$ cat config.mk
export PLATFORM = sky130hd
export DESIGN_NAME = limit_order_book_matcher
export DESIGN_NICKNAME = d
export VERILOG_FILES = /design/src/sv/lobm_pkg.sv /design/src/sv/lobm_front.sv /design/src/sv/lobm_outq.sv /design/src/sv/lobm_engine.sv /design/src/sv/limit_order_book_matcher.sv
export SDC_FILE = /design/constraint.sdc
export NUM_CORES = 2
export LEC_CHECK = 0
export BUFFER_PORTS_ARGS = -buffer_cell sky130_fd_sc_hd__buf_2
export CORE_MARGIN = 3
export CORE_UTILIZATION = 55
export DETAILED_ROUTE_END_ITERATION = 16
export PLACE_DENSITY = 0.79
export SLEW_MARGIN = 10
export SYNTH_ARGS = -nofsm -noshare
export SYNTH_HDL_FRONTEND = slang
export SYNTH_SLANG_ARGS = --single-unit
$ cat constraint.sdc
create_clock -name clk_i -period 19.55 [get_ports clk_i]
set_input_delay 3.91 -clock clk_i [delete_from_list [all_inputs] [get_ports clk_i]]
set_output_delay 3.91 -clock clk_i [all_outputs]
set_load 0.05 [all_outputs]
$ cat src/sv/lobm_pkg.sv
package lobm_pkg;

  localparam int ORDER_SLOTS = 32;
  localparam int PRICE_BITS  = 16;
  localparam int QTY_BITS    = 16;
  localparam int ID_BITS     = 16;
  localparam int ARR_BITS    = 32;
  localparam int IDX_W       = $clog2(ORDER_SLOTS);

  typedef enum logic [1:0] {
    KIND_ADD    = 2'd0,
    KIND_CANCEL = 2'd1,
    KIND_MODIFY = 2'd2,
    KIND_BAD    = 2'd3
  } kind_e;

  typedef enum logic [2:0] {
    RK_TRADE     = 3'd0,
    RK_RESTED    = 3'd1,
    RK_FILLED    = 3'd2,
    RK_CANCELLED = 3'd3,
    RK_MODIFIED  = 3'd4,
    RK_NOT_FOUND = 3'd5,
    RK_BOOK_FULL = 3'd6
  } rkind_e;

  typedef enum logic [2:0] {
    S_IDLE,
    S_SCAN_BEST,
    S_DECIDE,
    S_FILL,
    S_SCAN_ID,
    S_ID_UPD,
    S_STATUS
  } eng_state_e;

  typedef struct packed {
    logic [1:0]            kind;
    logic [ID_BITS-1:0]    order_id;
    logic                  side;
    logic [PRICE_BITS-1:0] price;
    logic [QTY_BITS-1:0]   quantity;
    logic                  price_given;
    logic                  quantity_given;
  } in_item_t;

  typedef struct packed {
    logic [2:0]            result_kind;
    logic [PRICE_BITS-1:0] trade_price;
    logic [QTY_BITS-1:0]   trade_quantity;
    logic [ID_BITS-1:0]    buy_order_id;
    logic [ID_BITS-1:0]    sell_order_id;
    logic [QTY_BITS-1:0]   remaining_quantity;
    logic                  last;
  } out_item_t;

  // classified command handed from front to engine
  typedef struct packed {
    kind_e    op;
    in_item_t item;
  } cmd_t;

endpackage

$ cat src/sv/lobm_front.sv
module lobm_front import lobm_pkg::*; (
  input  logic     clk_i,
  input  logic     rst_ni,
  input  logic     push_i,
  output logic     full_o,
  input  in_item_t item_i,
  output logic     cmd_valid_o,
  input  logic     cmd_pop_i,
  output cmd_t     cmd_o
);

  cmd_t       mem_q [2];
  logic       wptr_q, rptr_q;
  logic [1:0] cnt_q;
  logic       do_push, do_pop;
  cmd_t       cmd_in;

  always_comb begin
    cmd_in.item = item_i;
    unique case (item_i.kind)
      KIND_ADD:    cmd_in.op = KIND_ADD;
      KIND_CANCEL: cmd_in.op = KIND_CANCEL;
      KIND_MODIFY: cmd_in.op = KIND_MODIFY;
      default:     cmd_in.op = KIND_BAD;
    endcase
  end

  assign full_o      = (cnt_q == 2'd2);
  assign cmd_valid_o = (cnt_q != 2'd0);
  assign cmd_o       = mem_q[rptr_q];
  assign do_push     = push_i && !full_o;
  assign do_pop      = cmd_pop_i && cmd_valid_o;

  always_ff @(posedge clk_i) begin
    if (do_push) begin
      mem_q[wptr_q] <= cmd_in;
    end
  end

  always_ff @(posedge clk_i or negedge rst_ni) begin
    if (!rst_ni) begin
      wptr_q <= 1'b0;
      rptr_q <= 1'b0;
      cnt_q  <= 2'd0;
    end else begin
      if (do_push) wptr_q <= ~wptr_q;
      if (do_pop)  rptr_q <= ~rptr_q;
      cnt_q <= cnt_q + {1'b0, do_push} - {1'b0, do_pop};
    end
  end

endmodule

$ cat src/sv/lobm_outq.sv
module lobm_outq import lobm_pkg::*; (
  input  logic      clk_i,
  input  logic      rst_ni,
  input  logic      res_push_i,
  input  out_item_t res_i,
  output logic      res_full_o,
  output logic      empty_o,
  input  logic      pop_i,
  output out_item_t result_o
);

  out_item_t  mem_q [2];
  logic       wptr_q, rptr_q;
  logic [1:0] cnt_q;
  logic       do_push, do_pop;

  assign res_full_o = (cnt_q == 2'd2);
  assign empty_o    = (cnt_q == 2'd0);
  assign result_o   = mem_q[rptr_q];
  assign do_push    = res_push_i && !res_full_o;
  assign do_pop     = pop_i && !empty_o;

  always_ff @(posedge clk_i) begin
    if (do_push) begin
      mem_q[wptr_q] <= res_i;
    end
  end

  always_ff @(posedge clk_i or negedge rst_ni) begin
    if (!rst_ni) begin
      wptr_q <= 1'b0;
      rptr_q <= 1'b0;
      cnt_q  <= 2'd0;
    end else begin
      if (do_push) wptr_q <= ~wptr_q;
      if (do_pop)  rptr_q <= ~rptr_q;
      cnt_q <= cnt_q + {1'b0, do_push} - {1'b0, do_pop};
    end
  end

endmodule

$ cat src/sv/lobm_engine.sv
module lobm_engine import lobm_pkg::*; (
  input  logic      clk_i,
  input  logic      rst_ni,
  input  logic      cmd_valid_i,
  output logic      cmd_pop_o,
  input  cmd_t      cmd_i,
  output logic      res_push_o,
  output out_item_t res_o,
  input  logic      res_full_i
);

  localparam logic [IDX_W-1:0] LAST_IDX = IDX_W'(ORDER_SLOTS - 1);

  // slot store
  logic                  valid_q [ORDER_SLOTS];
  logic                  side_q  [ORDER_SLOTS];
  logic [PRICE_BITS-1:0] price_q [ORDER_SLOTS];
  logic [QTY_BITS-1:0]   qty_q   [ORDER_SLOTS];
  logic [ID_BITS-1:0]    id_q    [ORDER_SLOTS];
  logic [ARR_BITS-1:0]   arr_q   [ORDER_SLOTS];

  eng_state_e            state_q, state_d;
  kind_e                 op_q, op_d;
  in_item_t              item_q, item_d;
  logic [IDX_W-1:0]      idx_q, idx_d;
  logic [QTY_BITS-1:0]   rem_q, rem_d;
  logic                  found_q, found_d;
  logic [IDX_W-1:0]      best_idx_q, best_idx_d;
  logic [PRICE_BITS-1:0] best_price_q, best_price_d;
  logic [ARR_BITS-1:0]   best_arr_q, best_arr_d;
  logic [QTY_BITS-1:0]   best_qty_q, best_qty_d;
  logic [ID_BITS-1:0]    best_id_q, best_id_d;
  logic                  free_found_q, free_found_d;
  logic [IDX_W-1:0]      free_idx_q, free_idx_d;
  logic [ARR_BITS-1:0]   counter_q, counter_d;
  rkind_e                st_kind_q, st_kind_d;
  logic [QTY_BITS-1:0]   st_rem_q, st_rem_d;

  // current scanned slot
  logic                  c_valid, c_side;
  logic [PRICE_BITS-1:0] c_price;
  logic [QTY_BITS-1:0]   c_qty;
  logic [ID_BITS-1:0]    c_id;
  logic [ARR_BITS-1:0]   c_arr;
  logic                  crosses, cand, better;
  logic [QTY_BITS-1:0]   fill, new_qty;

  // single write port
  logic                  wr_valid_en, wr_valid_val;
  logic                  wr_new_en, wr_price_en, wr_qty_en, wr_arr_en;
  logic [IDX_W-1:0]      wr_idx;
  logic [PRICE_BITS-1:0] wr_price;
  logic [QTY_BITS-1:0]   wr_qty;

  assign c_valid = valid_q[idx_q];
  assign c_side  = side_q[idx_q];
  assign c_price = price_q[idx_q];
  assign c_qty   = qty_q[idx_q];
  assign c_id    = id_q[idx_q];
  assign c_arr   = arr_q[idx_q];

  always_comb begin
    crosses = item_q.side ? (c_price >= item_q.price) : (c_price <= item_q.price);
    cand    = c_valid && (c_side != item_q.side) && crosses;
    if (!found_q) begin
      better = 1'b1;
    end else if (c_price != best_price_q) begin
      better = item_q.side ? (c_price > best_price_q) : (c_price < best_price_q);
    end else begin
      // ties go to the earlier arrival, the lower arrival stamp
      better = c_arr < best_arr_q;
    end
    fill    = (rem_q < best_qty_q) ? rem_q : best_qty_q;
    new_qty = item_q.quantity_given ? item_q.quantity : best_qty_q;
  end

  always_comb begin
    state_d      = state_q;
    op_d         = op_q;
    item_d       = item_q;
    idx_d        = idx_q;
    rem_d        = rem_q;
    found_d      = found_q;
    best_idx_d   = best_idx_q;
    best_price_d = best_price_q;
    best_arr_d   = best_arr_q;
    best_qty_d   = best_qty_q;
    best_id_d    = best_id_q;
    free_found_d = free_found_q;
    free_idx_d   = free_idx_q;
    counter_d    = counter_q;
    st_kind_d    = st_kind_q;
    st_rem_d     = st_rem_q;
    cmd_pop_o    = 1'b0;
    res_push_o   = 1'b0;
    res_o        = '0;
    wr_valid_en  = 1'b0;
    wr_valid_val = 1'b0;
    wr_new_en    = 1'b0;
    wr_price_en  = 1'b0;
    wr_qty_en    = 1'b0;
    wr_arr_en    = 1'b0;
    wr_idx       = best_idx_q;
    wr_price     = item_q.price;
    wr_qty       = new_qty;

    unique case (state_q)
      S_IDLE: begin
        if (cmd_valid_i) begin
          cmd_pop_o    = 1'b1;
          op_d         = cmd_i.op;
          item_d       = cmd_i.item;
          rem_d        = cmd_i.item.quantity;
          idx_d        = '0;
          found_d      = 1'b0;
          free_found_d = 1'b0;
          unique case (cmd_i.op) inside
            KIND_ADD: begin
              if (cmd_i.item.quantity == '0) begin
                st_kind_d = RK_FILLED;
                st_rem_d  = '0;
                state_d   = S_STATUS;
              end else begin
                state_d = S_SCAN_BEST;
              end
            end
            KIND_CANCEL, KIND_MODIFY: state_d = S_SCAN_ID;
            default: begin
              st_kind_d = RK_NOT_FOUND;
              st_rem_d  = '0;
              state_d   = S_STATUS;
            end
          endcase
        end
      end

      S_SCAN_BEST: begin
        if (cand && better) begin
          found_d      = 1'b1;
          best_idx_d   = idx_q;
          best_price_d = c_price;
          best_arr_d   = c_arr;
          best_qty_d   = c_qty;
          best_id_d    = c_id;
        end
        if (!c_valid && !free_found_q) begin
          free_found_d = 1'b1;
          free_idx_d   = idx_q;
        end
        idx_d = idx_q + 1'b1;
        if (idx_q == LAST_IDX) begin
          state_d = S_DECIDE;
        end
      end

      S_DECIDE: begin
        if (found_q) begin
          state_d = S_FILL;
        end else if (free_found_q) begin
          wr_idx       = free_idx_q;
          wr_valid_en  = 1'b1;
          wr_valid_val = 1'b1;
          wr_new_en    = 1'b1;
          wr_price_en  = 1'b1;
          wr_qty_en    = 1'b1;
          wr_qty       = rem_q;
          wr_arr_en    = 1'b1;
          counter_d    = counter_q + 1'b1;
          st_kind_d    = RK_RESTED;
          st_rem_d     = rem_q;
          state_d      = S_STATUS;
        end else begin
          st_kind_d = RK_BOOK_FULL;
          st_rem_d  = rem_q;
          state_d   = S_STATUS;
        end
      end

      S_FILL: begin
        if (!res_full_i) begin
          res_push_o           = 1'b1;
          res_o.result_kind    = RK_TRADE;
          res_o.trade_price    = best_price_q;
          res_o.trade_quantity = fill;
          res_o.buy_order_id   = item_q.side ? best_id_q : item_q.order_id;
          res_o.sell_order_id  = item_q.side ? item_q.order_id : best_id_q;
          wr_qty_en            = 1'b1;
          wr_qty               = best_qty_q - fill;
          if (fill == best_qty_q) begin
            wr_valid_en  = 1'b1;
            wr_valid_val = 1'b0;
          end
          rem_d        = rem_q - fill;
          idx_d        = '0;
          found_d      = 1'b0;
          free_found_d = 1'b0;
          if (rem_q == fill) begin
            st_kind_d = RK_FILLED;
            st_rem_d  = '0;
            state_d   = S_STATUS;
          end else begin
            state_d = S_SCAN_BEST;
          end
        end
      end

      S_SCAN_ID: begin
        idx_d = idx_q + 1'b1;
        if (c_valid && (c_id == item_q.order_id)) begin
          best_idx_d = idx_q;
          best_qty_d = c_qty;
          state_d    = S_ID_UPD;
        end else if (idx_q == LAST_IDX) begin
          st_kind_d = RK_NOT_FOUND;
          st_rem_d  = '0;
          state_d   = S_STATUS;
        end
      end

      S_ID_UPD: begin
        state_d = S_STATUS;
        if (op_q == KIND_CANCEL) begin
          wr_valid_en  = 1'b1;
          wr_valid_val = 1'b0;
          st_kind_d    = RK_CANCELLED;
          st_rem_d     = '0;
        end else begin
          wr_price_en = item_q.price_given;
          wr_qty_en   = 1'b1;
          st_kind_d   = RK_MODIFIED;
          if (new_qty == '0) begin
            wr_valid_en  = 1'b1;
            wr_valid_val = 1'b0;
            st_rem_d     = '0;
          end else begin
            wr_arr_en = 1'b1;
            counter_d = counter_q + 1'b1;
            st_rem_d  = new_qty;
          end
        end
      end

      S_STATUS: begin
        if (!res_full_i) begin
          res_push_o               = 1'b1;
          res_o.result_kind        = st_kind_q;
          res_o.remaining_quantity = st_rem_q;
          res_o.last               = 1'b1;
          state_d                  = S_IDLE;
        end
      end

      default: state_d = S_IDLE;
    endcase
  end

  always_ff @(posedge clk_i) begin
    if (wr_new_en) begin
      side_q[wr_idx] <= item_q.side;
      id_q[wr_idx]   <= item_q.order_id;
    end
    if (wr_price_en) price_q[wr_idx] <= wr_price;
    if (wr_qty_en)   qty_q[wr_idx]   <= wr_qty;
    if (wr_arr_en)   arr_q[wr_idx]   <= counter_q;
    op_q         <= op_d;
    item_q       <= item_d;
    idx_q        <= idx_d;
    rem_q        <= rem_d;
    best_idx_q   <= best_idx_d;
    best_price_q <= best_price_d;
    best_arr_q   <= best_arr_d;
    best_qty_q   <= best_qty_d;
    best_id_q    <= best_id_d;
    free_idx_q   <= free_idx_d;
    st_kind_q    <= st_kind_d;
    st_rem_q     <= st_rem_d;
  end

  always_ff @(posedge clk_i or negedge rst_ni) begin
    if (!rst_ni) begin
      state_q      <= S_IDLE;
      found_q      <= 1'b0;
      free_found_q <= 1'b0;
      counter_q    <= '0;
      for (int i = 0; i < ORDER_SLOTS; i++) valid_q[i] <= 1'b0;
    end else begin
      state_q      <= state_d;
      found_q      <= found_d;
      free_found_q <= free_found_d;
      counter_q    <= counter_d;
      if (wr_valid_en) valid_q[wr_idx] <= wr_valid_val;
    end
  end

  a_trade_nonzero: assert property (@(posedge clk_i) disable iff (!rst_ni)
    res_push_o && res_o.result_kind == RK_TRADE |-> res_o.trade_quantity != '0)
    else $error("trade item with zero quantity");

  a_last_only_status: assert property (@(posedge clk_i) disable iff (!rst_ni)
    res_push_o |-> (res_o.last == (res_o.result_kind != RK_TRADE)))
    else $error("last flag does not match result kind");

  a_idle_no_push: assert property (@(posedge clk_i) disable iff (!rst_ni)
    state_q == S_IDLE |-> !res_push_o)
    else $error("result pushed while idle");

  a_fill_has_best: assert property (@(posedge clk_i) disable iff (!rst_ni)
    state_q == S_FILL |-> found_q)
    else $error("fill without a best order");

endmodule

$ cat src/sv/limit_order_book_matcher.sv
// Price-time priority order book: add, cancel and modify items go in through a
// two-entry command queue, trade and status items come out through a two-entry
// result queue, and every input item ends with one status item that has last
// set. The engine scans the slot registers one slot per clock. An add scans
// the whole book for the best crossing order before each fill, a cancel or
// modify scans for its order id, and the engine takes the next command only
// once the status item of the current one has been pushed. A zero-quantity
// add or an unknown kind gets its status item without a scan.
module limit_order_book_matcher import lobm_pkg::*; (
  input  logic      clk_i,
  input  logic      rst_ni,
  input  logic      push_i,
  output logic      full_o,
  input  in_item_t  item_i,
  output logic      empty_o,
  input  logic      pop_i,
  output out_item_t result_o
);

  logic      cmd_valid, cmd_pop, res_push, res_full;
  cmd_t      cmd;
  out_item_t res;

  lobm_front u_front (
    .clk_i       (clk_i),
    .rst_ni      (rst_ni),
    .push_i      (push_i),
    .full_o      (full_o),
    .item_i      (item_i),
    .cmd_valid_o (cmd_valid),
    .cmd_pop_i   (cmd_pop),
    .cmd_o       (cmd)
  );

  lobm_engine u_engine (
    .clk_i       (clk_i),
    .rst_ni      (rst_ni),
    .cmd_valid_i (cmd_valid),
    .cmd_pop_o   (cmd_pop),
    .cmd_i       (cmd),
    .res_push_o  (res_push),
    .res_o       (res),
    .res_full_i  (res_full)
  );

  lobm_outq u_outq (
    .clk_i      (clk_i),
    .rst_ni     (rst_ni),
    .res_push_i (res_push),
    .res_i      (res),
    .res_full_o (res_full),
    .empty_o    (empty_o),
    .pop_i      (pop_i),
    .result_o   (result_o)
  );

endmodule
Word-level counts from Yosys, hierarchy flattened
Memories as Yosys holds them, arrays and structs flattened. A register that Yosys moved wholly into a read port is not among the register bits.
Cells that the tools add are included.

word-level totals
  memories kept = 7
  register bits after elaboration = 260
  input port bits = 57
  memory bits (writable) = 2870

cells by class
  reduce and logical (&&, ||, !) cells = 42
  mux-type cells = 120
  order comparisons = 9
  eq/ne operators = 36
  add/subtract/negate cells = 8
  bitwise logic cells = 6

memories
  name              words  width  rd ports  clocked after Yosys merged registers in  wr ports  line               text
  u_engine.arr_q    32     32     1         1                                        1         lobm_engine.sv:20  logic [ARR_BITS-1:0] arr_q [ORDER_SLOTS];
  u_engine.id_q     32     16     1         1                                        1         lobm_engine.sv:19  logic [ID_BITS-1:0] id_q [ORDER_SLOTS];
  u_engine.price_q  32     16     1         1                                        1         lobm_engine.sv:17  logic [PRICE_BITS-1:0] price_q [ORDER_SLOTS];
  u_engine.qty_q    32     16     1         1                                        1         lobm_engine.sv:18  logic [QTY_BITS-1:0] qty_q [ORDER_SLOTS];
  u_outq.mem_q      2      84     1         0                                        1         lobm_outq.sv:12    out_item_t mem_q [2];
  u_front.mem_q     2      55     1         0                                        1         lobm_front.sv:12   cmd_t mem_q [2];
  1 more memories   -      -      -         -                                        -         -

operators with widths
  operator                                        count
  2-to-1 mux 16 bit                               20
  2-to-1 mux 32 bit                               4
  2-to-1 mux 64 bit                               2
  case mux 16 bit (2 select lines)                4
  case mux 16 bit (5 select lines)                1
  case mux 32 bit (2 select lines)                1
  2-to-1 mux 5 bit                                12
  2-to-1 mux 3 bit                                19
  == test 16 bit                                  3
  2-to-1 mux 1 bit                                38
  2-to-1 mux 17 bit                               2
  adder 32 x 1 -> 32 bit (second input constant)  1
  bitwise mux 32 bit                              1
  logical NOT 16 bit                              2
  < comparator 16 bit                             2
  < comparator 32 bit                             1
  subtractor 16 bit                               2
  case mux 3 bit (7 select lines)                 1
  case mux 3 bit (2 select lines)                 3
  greater-or-equal comparator 16 bit              1
  greater-than comparator 16 bit                  1
  <= comparator 16 bit                            1
  != test 16 bit                                  1
  != test 2 bit (second input constant)           8
  38 further kinds                                90

Logic depth before layout (Yosys ltp)
  depth in word-level cells = 9
  gate-level depth with buffers = 26
  gate-level depth less buffers = 25

Modules after synthesis
From an unflattened synthesis, not the netlist that was laid out.

second synthesis, totals
  cell total of the unflattened synthesis = 6133
  area total of the unflattened synthesis = 124968.6 sq um

modules (own cells, without submodules)
  module       cells each  sequential area each (sq um)  instances  area each (sq um)
  lobm_engine  5663        85156.7                       1          114357.2
  lobm_outq    279         5144.9                        1          6267.3
  lobm_front   191         3403.3                        1          4344.2

Least setup slack after synthesis
OpenSTA, ideal clock, no wires.

  path kind = register -> register
  start point = register (tool-made name)
  end point = register u_engine.best_idx_q[0] (enable)
  arrival = 7998 ps
  data required time = 19147 ps
  slack = 11148 ps
  library setup time = 403 ps
  stages on the path, launching flop included = 23
  path through = dfxtp_1 buf_6 buf_4 buf_6 buf_4 buf_2 clkbuf_1 buf_2 mux4_2 mux4_2 mux2_2 ha_1 a21o_1 a21o_1 a21oi_1 o21ai_0 a21o_1 a21oi_1 nor3_1 a21oi_1 o2111ai_1 a211oi_2 o21bai_1

RTL lines
  item                  line                text
  end signal, assigned  lobm_engine.sv:269  best_idx_q <= best_idx_d;
  end, declared         lobm_engine.sv:28   logic [IDX_W-1:0] best_idx_q, best_idx_d;

==> metrics.yaml <==
status:
  status: "completed"
floorplanning:
  die_w_um: 480.5
  die-area_um2: 230900
  ios: 143
  core_area_um2: 223200
  start_util: 0.5550
  num_rows: 173
  die_h_um: 480.5
sta:
  rsz0062_at_grt: "no"
  tightestPinTransition_ns: 1.304
  report.final.slew_viol_count: 0
  hold_ws_ns: 0.5094
  tns_ns: 0
  finalSetupViolations: 0
  slew-limit-headroom: 0.1308
  clock_skew_ns: 0.07993
  hold_viol: 0
  period_minus_slack_ns: 9.394
  min_period_over_period: 0.4805
  fmax_mhz: 106.5
synthesis:
  synth-seq-cells: 3131
  synthCells: 5913
  synthArstFlopShare: 0.02459
  synth_ff_type: "edfxtp_1"
  synth_cell_types: 78
  seq_area_frac_synth: 0.7556
  synth-edff-count: 3049
  synth_area_um2: 123900
  synth_fp_nets: 6089
  ys_warn_count: 0
  synth.avg_cell_area_um2: 20.95
drt:
  drt-total-wl_um: 318400
  ant_nets: 0
  vias_per_cell: 6.706
  first_iter_violations: 9434
  drtPass1Iterations: 6
  route.vias.total: 63680
  drc_errors: 0
  post_drt_wl_per_cell_um: 33.53
clocking:
  cts_buffer_depth: 4
  cts_resized: 0
  clkTransAtPathRegs_ns: 0.06
  cts_hold_buffers: 0
  root_buffer: "clkbuf_16"
  post_cts.repair.setup_buffers: 0
  clk_latency_ns: 0.95
  cts_tree: "done"
  cts_made_buffers: 312
  cts.sinks: 3131
  htreeDepth: 5
worst_setup_path:
  critical_path.max_stage_delay_ns: 0.92
  crit_chain: "buf_12 > buf_4 > buf_4 > buf_4 > mux4_2 > mux4_2 > mux2_2 > ha_1 > a21oi_1 > o21ai_0 > a21o_1 > a21oi_1 > nor3_1 > a21oi_1 > o2111ai_1 > a211oi_4 > buf_4 > o21bai_2"
  slowest_stage: "dfxtp_4"
  path_common_cell: "buf_4"
  criticalPathCategory: "register to register"
  worstPathRequired_ns: 20.09
  crit_fanout: 129
  crit_path_start_kind: "register"
  end_kind: "register"
  worstPathArrival_ns: 9.93
finish:
  final_core_util: 0.6231
  syn_to_final_growth_pct: 12.27
  layout-drive-gt1-share: 0.2884
  nNetsFinal: 6466
placed_design:
  place.gp.congestion: 0.9169
  place_hpwl_um: 167100
  port-buffer-count: 142
power_and_ir_drop:
  power_leakage_nw: 44.86
  irDropWorstVdd_mv: 0.1320
  power.density_nw_per_um2: 141.7
global_route:
  gr-total-overflow: 0
  grt_max_degree: 130
  antenna_found_initial: 9
  grt_first_pass_wirelength_um: 460000
  grt_pass1_vias: 64606
  grtUsageTotal: 0.2770
hold_path:
  hold_class: "register to register"
flow_run:
  maxCapViolations: 0
per-layer routing:
| layer | vias up | track usage | wire (µm) |
|---|---|---|---|
| met5 | - | 0 | 55 |
| met4 | 8 | 0.1183 | 14380 |
| met3 | 840 | 0.05871 | 36060 |
| met2 | 4679 | 0.4436 | 155900 |
| met1 | 33123 | 0.3735 | 112000 |
| li1 | 25030 | - | - |
registers in the layout, indices dropped and copies added, names as in the netlist, 16 cells and up, named ones only:
signal                 count
u_engine.valid_q          32
u_engine.item_q           35
u_engine.rem_q            16
u_engine.counter_q        32
u_front.mem_q            106
u_engine.best_id_q        16
u_engine.st_rem_q         16
u_engine.best_qty_q       16
u_engine.best_price_q     16
u_engine.best_arr_q       32
u_engine.side_q           32
u_engine.wr_price         16
u_outq.mem_q             168
u_engine.price_q         512
u_engine.qty_q           512
u_engine.arr_q          1024
u_engine.id_q            512
Yosys cell counts (17+ instances only):
library cell	instances	area, µm²
ha_1	118	1476
edfxtp_1	3049	91560
nand4_1	30	187.7
a211oi_1	19	142.6
nor2b_1	34	212.7
mux4_2	772	17390
o21ai_0	102	510.5
and2_1	35	219.0
inv_1	119	446.7
xor2_1	23	201.4
xnor2_1	52	455.4
a21o_1	26	195.2
mux2i_1	126	1261
buf_1	42	157.7
a21oi_1	70	350.3
mux2_2	187	2106
clkbuf_1	147	551.8
nor3_1	26	130.1
nand2_1	224	840.8
dfrtp_1	77	1927
nor2_1	290	1089
nand3_1	35	175.2
buf_2	71	355.3
nand2b_1	17	106.4
final timing paths:
kind / end / start / depth (start not counted) / slack, ns
worst min-delay path: u_engine.valid_q[28]$_DFFE_PN0P_ / u_engine.valid_q[28]$_DFFE_PN0P_ / 2 / 0.51
min in group asynchronous: u_engine.counter_q[12]$_DFFE_PN0P_ / rst_ni / 1 / 2.96
worst min register to register: u_engine.valid_q[28]$_DFFE_PN0P_ / u_engine.valid_q[28]$_DFFE_PN0P_ / 2 / 0.51
worst max register to register: u_engine.best_idx_q[3]$_DFFE_PP_ / register / 18 / 10.16
worst max-delay path: u_engine.best_idx_q[3]$_DFFE_PP_ / register / 18 / 10.16
max in group asynchronous: u_outq.rptr_q$_DFFE_PN0P_ / rst_ni / 2 / 15.16
metrics by stage:
step	cells	power [W]	setup slack [ns]	cell area (µm²)
floorplan	5913	0.01233	11.15	123900
global placement	8947	0.01378	10.59	129300
detailed placement	8947	0.01394	10.51	129300
CTS	9487	0.01971	10.33	139000
global route	9493	0.02035	9.846	139000
finish	9496	0.01971	10.16	139100
critical path, delay by kind of cell, from the launching register on:
family,cells,cell delay (ns)
buf+inv,5,3.65
simple gates,1,0.10
compound gates,8,2.33
fa+ha+maj,1,0.34
flops,1,0.92
mux,3,1.20
final cells by class:
type | instances | area, µm²
Antenna cell | 5 | 12.51
Clock buffer | 381 | 8194
Clock inverter | 159 | 1420
Fill cell | 14187 | 84110
Inverter | 121 | 461.7
Multi-Input combinational cell | 2384 | 29340
Sequential cell | 3131 | 93610
Tap cell | 2975 | 3722
Timing Repair Buffer | 340 | 2288
where the power goes:
group | internal (W) | switching (W)
Combinational | 0.00224 | 0.00327
Clock | 0.00329 | 0.00246
Sequential | 0.00812 | 0.000336
cell usage in the layout, fill, tap and decap left out, types with 10 or more instances in the layout:
master	n
nand2b_1	17
bufinv_16	24
mux4_2	772
dfrtp_1	75
nor2_1	172
clkinv_1	64
a31oi_1	11
nor2_4	47
a22oi_1	11
and3_1	11
nand3_1	35
inv_1	119
nand4_1	30
clkinv_2	51
clkbuf_16	318
nor3_1	24
a211oi_1	19
nor4_1	14
a21o_1	26
o21ai_0	100
buf_4	190
nor2_2	71
xnor2_1	52
o21a_1	10
nor2b_1	33
mux2_2	187
and2_1	33
xor2_1	23
mux2i_1	126
a21oi_1	68
o21ai_1	15
edfxtp_1	3049
clkbuf_1	63
nand2_1	222
ha_1	118
buf_2	141
cell families (layout without fill, tap and decap cells):
group	after synthesis	count (layout)	share of synthesized area
adders and majority gates	119	119	0.01208
xor gates and xnor gates	75	75	0.005304
muxes	1085	1085	0.1676
buffers and inverters	398	1001	0.01360
DFF	3131	3131	0.7556
and+or+nand+nor	746	746	0.02713
other	0	5	0
AOI/OAI and AO/OA	359	359	0.01870
Power figures use the tool's default switching activity.
